File: config.mk
export PLATFORM = sky130hd
export DESIGN_NAME = base64_stream_encoder_unit
export DESIGN_NICKNAME = d
export VERILOG_FILES = /design/src/hdl/b64se_pkg.sv /design/src/hdl/b64se_front.sv /design/src/hdl/b64se_queue.sv /design/src/hdl/b64se_back.sv /design/src/hdl/base64_stream_encoder_unit.sv
export VERILOG_INCLUDE_DIRS = /design/src /design/src/hdl
export SDC_FILE = /design/constraint.sdc
export NUM_CORES = 1
export LEC_CHECK = 0
export BUFFER_PORTS_ARGS = -buffer_cell sky130_fd_sc_hd__buf_2
export CORE_AREA = 2 2 120 122
export DETAILED_ROUTE_END_ITERATION = 10
export DIE_AREA = 0 0 122 124
export GPL_ROUTABILITY_DRIVEN = 0
export HOLD_SLACK_MARGIN = 0.06
export PLACE_DENSITY = 0.51
export SYNTH_ARGS = -nofsm -noshare
export SYNTH_HDL_FRONTEND = slang
export SYNTH_SLANG_ARGS = --single-unit
File: constraint.sdc
create_clock -name clk -period 3 [get_ports clk]
set_input_delay 0.15 -clock clk [delete_from_list [all_inputs] [get_ports clk]]
set_output_delay 0.15 -clock clk [all_outputs]
set_load 0.05 [all_outputs]
File: src/hdl/base64_stream_encoder_unit_macros.svh
// ----------------------------------------------------------------------------
// base64_stream_encoder_unit_macros
// Assertion macros shared by the encoder RTL.
// ----------------------------------------------------------------------------
`ifndef BASE64_STREAM_ENCODER_UNIT_MACROS_SVH
`define BASE64_STREAM_ENCODER_UNIT_MACROS_SVH

`ifndef NO_ASSERTIONS
`define B64SE_ASSERT_IMP(lbl, clk, rstn, ante, cons) \
	lbl: assert property (@(posedge clk) disable iff (!(rstn)) (ante) |-> (cons)) \
		else $error("assertion failed");
`define B64SE_ASSERT_NXT(lbl, clk, rstn, ante, cons) \
	lbl: assert property (@(posedge clk) disable iff (!(rstn)) (ante) |=> (cons)) \
		else $error("assertion failed");
`else
`define B64SE_ASSERT_IMP(lbl, clk, rstn, ante, cons)
`define B64SE_ASSERT_NXT(lbl, clk, rstn, ante, cons)
`endif

`endif

File: src/hdl/b64se_pkg.sv
// ----------------------------------------------------------------------------
// b64se_pkg
// Types, constants and the character map of the Base64 stream encoder.
// ----------------------------------------------------------------------------
package b64se_pkg;

	localparam logic [1:0] PH_FIRST  = 2'd0;
	localparam logic [1:0] PH_SECOND = 2'd1;
	localparam logic [1:0] PH_THIRD  = 2'd2;

	localparam logic [7:0] PAD_CHAR   = 8'h3D; // '='
	localparam logic [7:0] PLUS_CHAR  = 8'h2B; // '+'
	localparam logic [7:0] SLASH_CHAR = 8'h2F; // '/'
	localparam logic [7:0] DASH_CHAR  = 8'h2D; // '-'
	localparam logic [7:0] UNDER_CHAR = 8'h5F; // '_'

	typedef struct packed {
		logic       pad;
		logic [5:0] val;
	} sym_t;

	// up to four characters produced by one byte
	typedef struct packed {
		sym_t [3:0] sym;
		logic [1:0] last_idx;
		logic       last;
	} job_t;

	function automatic logic [7:0] sextet_char(input logic [5:0] v, input logic url);
		logic [7:0] w;
		logic [7:0] c;
		w = {2'b00, v};
		if (v < 6'd26)
			c = w + 8'h41;
		else if (v < 6'd52)
			c = w - 8'd26 + 8'h61;
		else if (v < 6'd62)
			c = w - 8'd52 + 8'h30;
		else if (v == 6'd62)
			c = url ? DASH_CHAR : PLUS_CHAR;
		else
			c = url ? UNDER_CHAR : SLASH_CHAR;
		return c;
	endfunction

endpackage

File: src/hdl/b64se_front.sv
// ----------------------------------------------------------------------------
// b64se_front
// Accepts bytes, tracks the group phase and leftover bits, and builds the
// list of sextets and pads that each byte produces.
// ----------------------------------------------------------------------------
module b64se_front (
	input  logic               clk,
	input  logic               arst_n,
	input  logic [7:0]         data_byte,
	input  logic               last_byte,
	input  logic               in_valid,
	output logic               in_stall,
	input  logic               q_full,
	output logic               push,
	output b64se_pkg::job_t    push_job
);

	logic [1:0] phase_q;
	logic [3:0] left_q;
	logic [1:0] phase_d;
	logic [3:0] left_d;

	assign in_stall = q_full;
	assign push     = in_valid && !q_full;

	always_comb begin
		push_job          = '0;
		push_job.last     = last_byte;
		phase_d           = b64se_pkg::PH_SECOND;
		left_d            = {2'b00, data_byte[1:0]};
		case (phase_q)
			b64se_pkg::PH_SECOND: begin
				push_job.sym[0].val = {left_q[1:0], data_byte[7:4]};
				push_job.sym[1].val = {data_byte[3:0], 2'b00};
				push_job.sym[2].pad = 1'b1;
				push_job.last_idx   = last_byte ? 2'd2 : 2'd0;
				phase_d             = b64se_pkg::PH_THIRD;
				left_d              = data_byte[3:0];
			end
			b64se_pkg::PH_THIRD: begin
				push_job.sym[0].val = {left_q, data_byte[7:6]};
				push_job.sym[1].val = data_byte[5:0];
				push_job.last_idx   = 2'd1;
				phase_d             = b64se_pkg::PH_FIRST;
				left_d              = 4'd0;
			end
			default: begin
				push_job.sym[0].val = data_byte[7:2];
				push_job.sym[1].val = {data_byte[1:0], 4'b0000};
				push_job.sym[2].pad = 1'b1;
				push_job.sym[3].pad = 1'b1;
				push_job.last_idx   = last_byte ? 2'd3 : 2'd0;
			end
		endcase
		if (last_byte) begin
			phase_d = b64se_pkg::PH_FIRST;
			left_d  = 4'd0;
		end
	end

	always_ff @(posedge clk or negedge arst_n) begin
		if (!arst_n) begin
			phase_q <= b64se_pkg::PH_FIRST;
			left_q  <= 4'd0;
		end else if (push) begin
			phase_q <= phase_d;
			left_q  <= left_d;
		end
	end

endmodule

File: src/hdl/b64se_queue.sv
// ----------------------------------------------------------------------------
// b64se_queue
// Short job queue between the front and the back.
// ----------------------------------------------------------------------------
`include "base64_stream_encoder_unit_macros.svh"

module b64se_queue #(
	parameter int DEPTH = 2
) (
	input  logic               clk,
	input  logic               arst_n,
	input  logic               push,
	input  b64se_pkg::job_t    push_job,
	input  logic               pop,
	output logic               full,
	output logic               empty,
	output b64se_pkg::job_t    head_job
);

	localparam int PTR_W = (DEPTH > 1) ? $clog2(DEPTH) : 1;
	localparam int CNT_W = $clog2(DEPTH + 1);

	b64se_pkg::job_t  slots_q [DEPTH];
	logic [PTR_W-1:0] wr_ptr_q;
	logic [PTR_W-1:0] rd_ptr_q;
	logic [CNT_W-1:0] count_q;

	assign full     = (count_q == CNT_W'(DEPTH));
	assign empty    = (count_q == '0);
	assign head_job = slots_q[rd_ptr_q];

	always_ff @(posedge clk) begin
		if (push)
			slots_q[wr_ptr_q] <= push_job;
	end

	always_ff @(posedge clk or negedge arst_n) begin
		if (!arst_n) begin
			wr_ptr_q <= '0;
			rd_ptr_q <= '0;
			count_q  <= '0;
		end else begin
			if (push)
				wr_ptr_q <= (wr_ptr_q == PTR_W'(DEPTH - 1)) ? '0 : wr_ptr_q + 1'b1;
			if (pop)
				rd_ptr_q <= (rd_ptr_q == PTR_W'(DEPTH - 1)) ? '0 : rd_ptr_q + 1'b1;
			if (push && !pop)
				count_q <= count_q + 1'b1;
			else if (pop && !push)
				count_q <= count_q - 1'b1;
		end
	end

	`B64SE_ASSERT_IMP(a_no_overflow, clk, arst_n, 1'b1, count_q <= CNT_W'(DEPTH))
	`B64SE_ASSERT_IMP(a_no_pop_empty, clk, arst_n, pop, !empty)
	`B64SE_ASSERT_IMP(a_no_push_full, clk, arst_n, push, !full)

endmodule

File: src/hdl/b64se_back.sv
// ----------------------------------------------------------------------------
// b64se_back
// Walks the characters of each job and emits one per cycle, while out_stall
// is low, through an output register.
// ----------------------------------------------------------------------------
`include "base64_stream_encoder_unit_macros.svh"

module b64se_back (
	input  logic               clk,
	input  logic               arst_n,
	input  logic               url_alphabet,
	input  logic               q_empty,
	input  b64se_pkg::job_t    head_job,
	output logic               pop,
	output logic [7:0]         out_char,
	output logic               last_char,
	output logic               out_valid,
	input  logic               out_stall
);

	b64se_pkg::job_t job_q;
	logic            job_valid_q;
	logic [1:0]      idx_q;
	logic            load;
	logic            at_end;
	b64se_pkg::sym_t cur_sym;
	logic [7:0]      cur_char;

	assign cur_sym  = job_q.sym[idx_q];
	assign cur_char = cur_sym.pad ? b64se_pkg::PAD_CHAR
	                              : b64se_pkg::sextet_char(cur_sym.val, url_alphabet);
	assign load     = job_valid_q && (!out_valid || !out_stall);
	assign at_end   = (idx_q == job_q.last_idx);
	assign pop      = !q_empty && (!job_valid_q || (load && at_end));

	always_ff @(posedge clk) begin
		if (pop)
			job_q <= head_job;
		if (load) begin
			out_char  <= cur_char;
			last_char <= at_end && job_q.last;
		end
	end

	always_ff @(posedge clk or negedge arst_n) begin
		if (!arst_n) begin
			job_valid_q <= 1'b0;
			idx_q       <= 2'd0;
			out_valid   <= 1'b0;
		end else begin
			if (pop)
				job_valid_q <= 1'b1;
			else if (load && at_end)
				job_valid_q <= 1'b0;
			if (load)
				idx_q <= at_end ? 2'd0 : idx_q + 2'd1;
			if (load)
				out_valid <= 1'b1;
			else if (!out_stall)
				out_valid <= 1'b0;
		end
	end

	`B64SE_ASSERT_IMP(a_idx_in_job, clk, arst_n, job_valid_q, idx_q <= job_q.last_idx)
	`B64SE_ASSERT_NXT(a_idx_restart, clk, arst_n, load && at_end, idx_q == 2'd0)
	`B64SE_ASSERT_IMP(a_idle_idx, clk, arst_n, !job_valid_q, idx_q == 2'd0)

endmodule

File: src/hdl/base64_stream_encoder_unit.sv
// Path: a byte's job passes the job queue, the job register and the output register.
// Throughput: one character per cycle out of the output register while not stalled;
// bytes are taken every cycle while the job queue (QUEUE_DEPTH entries) has room, so the
// output rate of four characters per three bytes sets the sustained byte rate.
// Reset: arst_n clears the phase, leftover bits, queue, output valid and selects the
// standard alphabet.
// ----------------------------------------------------------------------------
// base64_stream_encoder_unit
// Streaming Base64 encoder, one byte in and one character out per item.
// ----------------------------------------------------------------------------
module base64_stream_encoder_unit #(
	parameter int QUEUE_DEPTH = 2
) (
	input  logic       clk,
	input  logic       arst_n,
	input  logic       cfg_wr_en,
	input  logic       cfg_wr_data,
	input  logic [7:0] data_byte,
	input  logic       last_byte,
	input  logic       in_valid,
	output logic       in_stall,
	output logic [7:0] out_char,
	output logic       last_char,
	output logic       out_valid,
	input  logic       out_stall
);

	logic            url_alphabet_q;
	logic            push;
	logic            pop;
	logic            q_full;
	logic            q_empty;
	b64se_pkg::job_t push_job;
	b64se_pkg::job_t head_job;

	always_ff @(posedge clk or negedge arst_n) begin
		if (!arst_n)
			url_alphabet_q <= 1'b0;
		else if (cfg_wr_en)
			url_alphabet_q <= cfg_wr_data;
	end

	b64se_front u_front (
		.clk       (clk),
		.arst_n    (arst_n),
		.data_byte (data_byte),
		.last_byte (last_byte),
		.in_valid  (in_valid),
		.in_stall  (in_stall),
		.q_full    (q_full),
		.push      (push),
		.push_job  (push_job)
	);

	b64se_queue #(
		.DEPTH (QUEUE_DEPTH)
	) u_queue (
		.clk      (clk),
		.arst_n   (arst_n),
		.push     (push),
		.push_job (push_job),
		.pop      (pop),
		.full     (q_full),
		.empty    (q_empty),
		.head_job (head_job)
	);

	b64se_back u_back (
		.clk          (clk),
		.arst_n       (arst_n),
		.url_alphabet (url_alphabet_q),
		.q_empty      (q_empty),
		.head_job     (head_job),
		.pop          (pop),
		.out_char     (out_char),
		.last_char    (last_char),
		.out_valid    (out_valid),
		.out_stall    (out_stall)
	);

endmodule
==> summary.md <==
| Metric | Value |
|---|---|
| CTS tree | yes |
| Vias in the first global route | about 2200 |
| Min-delay worst type | input pin to register |
| Status | complete, no violations |
| Register Area | ~2200 sq um |
| Power per cell area | around 1200 nW/um^2 |
| Clock transition at the registers of the reported paths | approximately 60 ps |
| Top post-synthesis cells by count | edfxtp_1 (60), nand2_1 (27), o21ai_0 (21), mux2_2 (19), nor2_1 (16) |
| Chip Width | approximately 120 um |
| XOR/XNOR share of the synthesized area | 2.62% |
| Clock Skew | roughly 4.7 ps |
| Crit-path max cell delay | around 520 ps |
| Startpoint class of the critical path | register |
| DRT antenna net count | 0 |
| First-pass GRT wire length | between 10000 and 15000 um |
| Final Cycle Share | just under 90% |
| Num Clock Sinks | 75 |
| Area Overhead vs Synth | 18.5% |
| Diode count | 0 |
| Die area | approximately 15000 sq um |
| Worst-margin pin slew | 825 ps |
| Postcts setup bufs | 0 |
| Post-DP HPWL | approximately 4900 um |
| # IOs | 26 |
| Switching Fraction | between 30% and 40% |
| Layout cells sized above 1 | roughly 22% |
| Final Critical Period | about 2600 ps |
| Worst-Skew Late Latency | about 330 ps |
| Sequential cell area fraction in the yosys report | 59.2% |
| Lkg Pwr | ~1.6 nW |
| Max-Cap Viols | 0 |
| Post-route setup TNS | 0 ps |
| Largest area contributor in the netlist | edfxtp_1 |
| Yosys top cell area share | 49.0% |
| Crit-path cells | mux2i_1 -> nor2_1 -> ha_1 -> nor2b_1 -> a21oi_1 -> a31oi_1 -> a2111oi_4 -> a31oi_1 |
| Mapped Area | around 3700 sq um |
| Final net count | around 350 |
| Total GRT Usage | 9.96% |
| Seq cells post-synth | 75 |
| Most frequent cell after synthesis | edfxtp_1 |
| Worst rel slew slack | between 40% and 50% |
| CTS root buffer | clkbuf_16 |
| RSZ-0062 raised after global routing | no |
| Setup CP Type | register to register |
| WL/cell | around 14 um |
| Synthesized area per cell | 12.6 sq um |
| Min setup slack post-route | around 380 ps |
| Worst setup EP type | register |
| # port buffers | 25 |
| Die Y | 124 um |
| Placement Setup Slack | 241 ps |
| Total CTS buffers | 9 |
| Combinational Power Share | between 40% and 50% |
| Congestion Overflow GR | 0 |
| Adder-Cell Fraction of Synth Area | under 10% |
| Clock Power Share | a little over a fifth |
| Worst Path Buf+Inv | 0 |
| Fillers | approximately 1400 |
| Post-Syn Instances | ~290 |
| Seq pwr share | 36.2% |
| Synth area leaders | edfxtp_1 (49%), dfrtp_1 (10%), mux2_2 (5.8%), ha_1 (4.4%), o21ai_0 (2.9%) |
| Yosys warnings | 0 |
| Family with the most delay on the worst path | compound AO/OA/AOI/OAI gates |
| Net load switching power | between 2 and 2.5 mW |
| Post-Synth Simple-Gate Area | 11.6% |
| Number of synthesized flops with an enable pin | 60 |
| Internal | about 3.3 mW |
| DR pass1 iterations | 5 |
| Fin. Hold Viols | 0 |
| DRT Wirelength | ~7000 um |
| Largest net degree at the start of global routing | 26 |
| Rows | 43 |
| Worst vdd ir | about 590 uV |
| Async set or reset register ratio after synthesis | between 20% and 30% |
| Initial Util | about 27% |
| Main synth FF type | edfxtp_1 |
| Synth unique cells | 48 |
| Area occupied by multi-input gates | about 1400 sq um |
| Crit path DAT | around 2700 ps |
| Initial antenna violation count | 0 |
| Core box area | between 10000 and 15000 sq um |
| F_max | roughly 0.38 GHz |
| CTS H-tree depth | 3 |
| 1st-iter DRT viols | roughly 150 |
| Via count | approximately 2300 |
| CP max-delay cell | dfrtp_2 |
| Fin. max-slew vios | 0 |
| CP Data Required Time | roughly 3000 ps |
| Setup violators final | 0 |
| Cell mode on critical path | a31oi_1 |
| Largest family of logic cells by synthesized area | simple AND/OR/NAND/NOR gates |
| Maximum clock insertion buffer count | 2 |
| Non-Filler Instances | 509 |
| DRC Markers | 0 |
| Mux share of post-synthesis cell area | 8.13% |
| Final Util | roughly a third |
| DP Cell Count | a little under 500 |
| Worst hold slack | 83.5 ps |
| Vias per inst | around 4.5 |
| Post-synth net total | 319 |
| Max FO, Critical Path | 13 |
| Post-synthesis compound-gate area fraction | a little under an eighth |
==> power groups by stage <==
stage,registers (mW),logic (mW),clock network (mW)
floorplan,2.03,1.61,0
global placement,1.92,2.20,0
detailed placement,1.94,2.21,0
CTS,1.92,2.23,1.18
global route,1.96,2.47,1.23
finish,1.92,2.22,1.15
==> flip-flops by register name, indices dropped and copies added (netlist names) <==
name,flops
u_back.idx_q,2
u_back.job_q,17
u_back.job_valid_q,1
u_back.last_char,1
u_back.out_char,8
u_back.out_valid,1
u_front.left_q,4
u_front.phase_q,2
u_queue.count_q,2
u_queue.rd_ptr_q,1
u_queue.slots_q,34
u_queue.wr_ptr_q,1
url_alphabet_q,1
==> path summary, 6_finish.rpt <==
kind | depth (start not counted) | start | end | slack (ps)
worst min-delay path | 2 | cfg_wr_en | url_alphabet_q | 80
worst max-delay path | 8 | u_back.idx_q[0] | u_back.out_char[5] | 380
max in group asynchronous | 2 | arst_n | u_back.idx_q[0] | 2420
min in group asynchronous | 2 | arst_n | u_front.left_q[0] | 270
worst max register to register | 8 | u_back.idx_q[0] | u_back.out_char[5] | 380
worst min register to register | 1 | u_back.job_valid_q | u_back.out_valid | 480
==> cell type report <==
class	instances	area share, %
Clock inverter	6	2.07
Timing Repair Buffer	33	4.42
Sequential cell	75	49.9
Clock buffer	10	5.25
Multi-Input combinational cell	193	32.1
Inverter	12	1.06
Tap cell	180	5.16
==> logic make-up (layout without fill, tap and decap cells) <==
group                    Yosys count  count (layout)
AND/OR/NAND/NOR                   82              82
multiplexers                      27              27
AO/OA/AOI/OAI                     60              60
buffers and inverters             23              61
XOR/XNOR                          11              11
flip-flops                        75              75
adder cells (fa/ha/maj)           13              13
==> metal layers <==
metal / vias to the layer above / track usage [%] / share of wire (%)
met5: - / 0 / 0
met4: 0 / 4.24 / 1.6
met3: 12 / 3.34 / 4.6
met2: 49 / 15.5 / 45
met1: 1100 / 12.7 / 48
li1: 1150 / - / -
==> cell usage in the layout (no fill, tap or decap), types with 5 or more instances in the layout <==
cell / netlist / final
buf_4: 1 / 5
and3_1: 6 / 6
xnor2_1: 6 / 6
buf_2: 3 / 25
nand2_1: 27 / 27
xor2_1: 5 / 5
dfrtp_1: 15 / 14
a22oi_1: 10 / 10
nor2_1: 16 / 16
mux2_2: 19 / 19
mux2i_1: 7 / 7
nand3_1: 5 / 5
inv_1: 11 / 11
ha_1: 13 / 13
and2_1: 5 / 5
clkbuf_16: 0 / 9
edfxtp_1: 60 / 60
o21ai_0: 21 / 21
==> what timing repair did <==
item / CTS / global route
endpoints found under the setup margin: 0 / 1
hold buffers: 3 / 0
gates resized for setup: 0 / 1
endpoints found under the hold margin: 17 / 0
==> metrics by stage <==
| step | total power, mW | area (sq um) |
|---|---|---|
| global route | 5.66 | 4360 |
| finish | 5.29 | 4360 |
| global placement | 4.12 | 4010 |
| detailed placement | 4.15 | 4010 |
| floorplan | 3.64 | 3680 |
| CTS | 5.33 | 4360 |
Power figures use the tool's default switching activity.
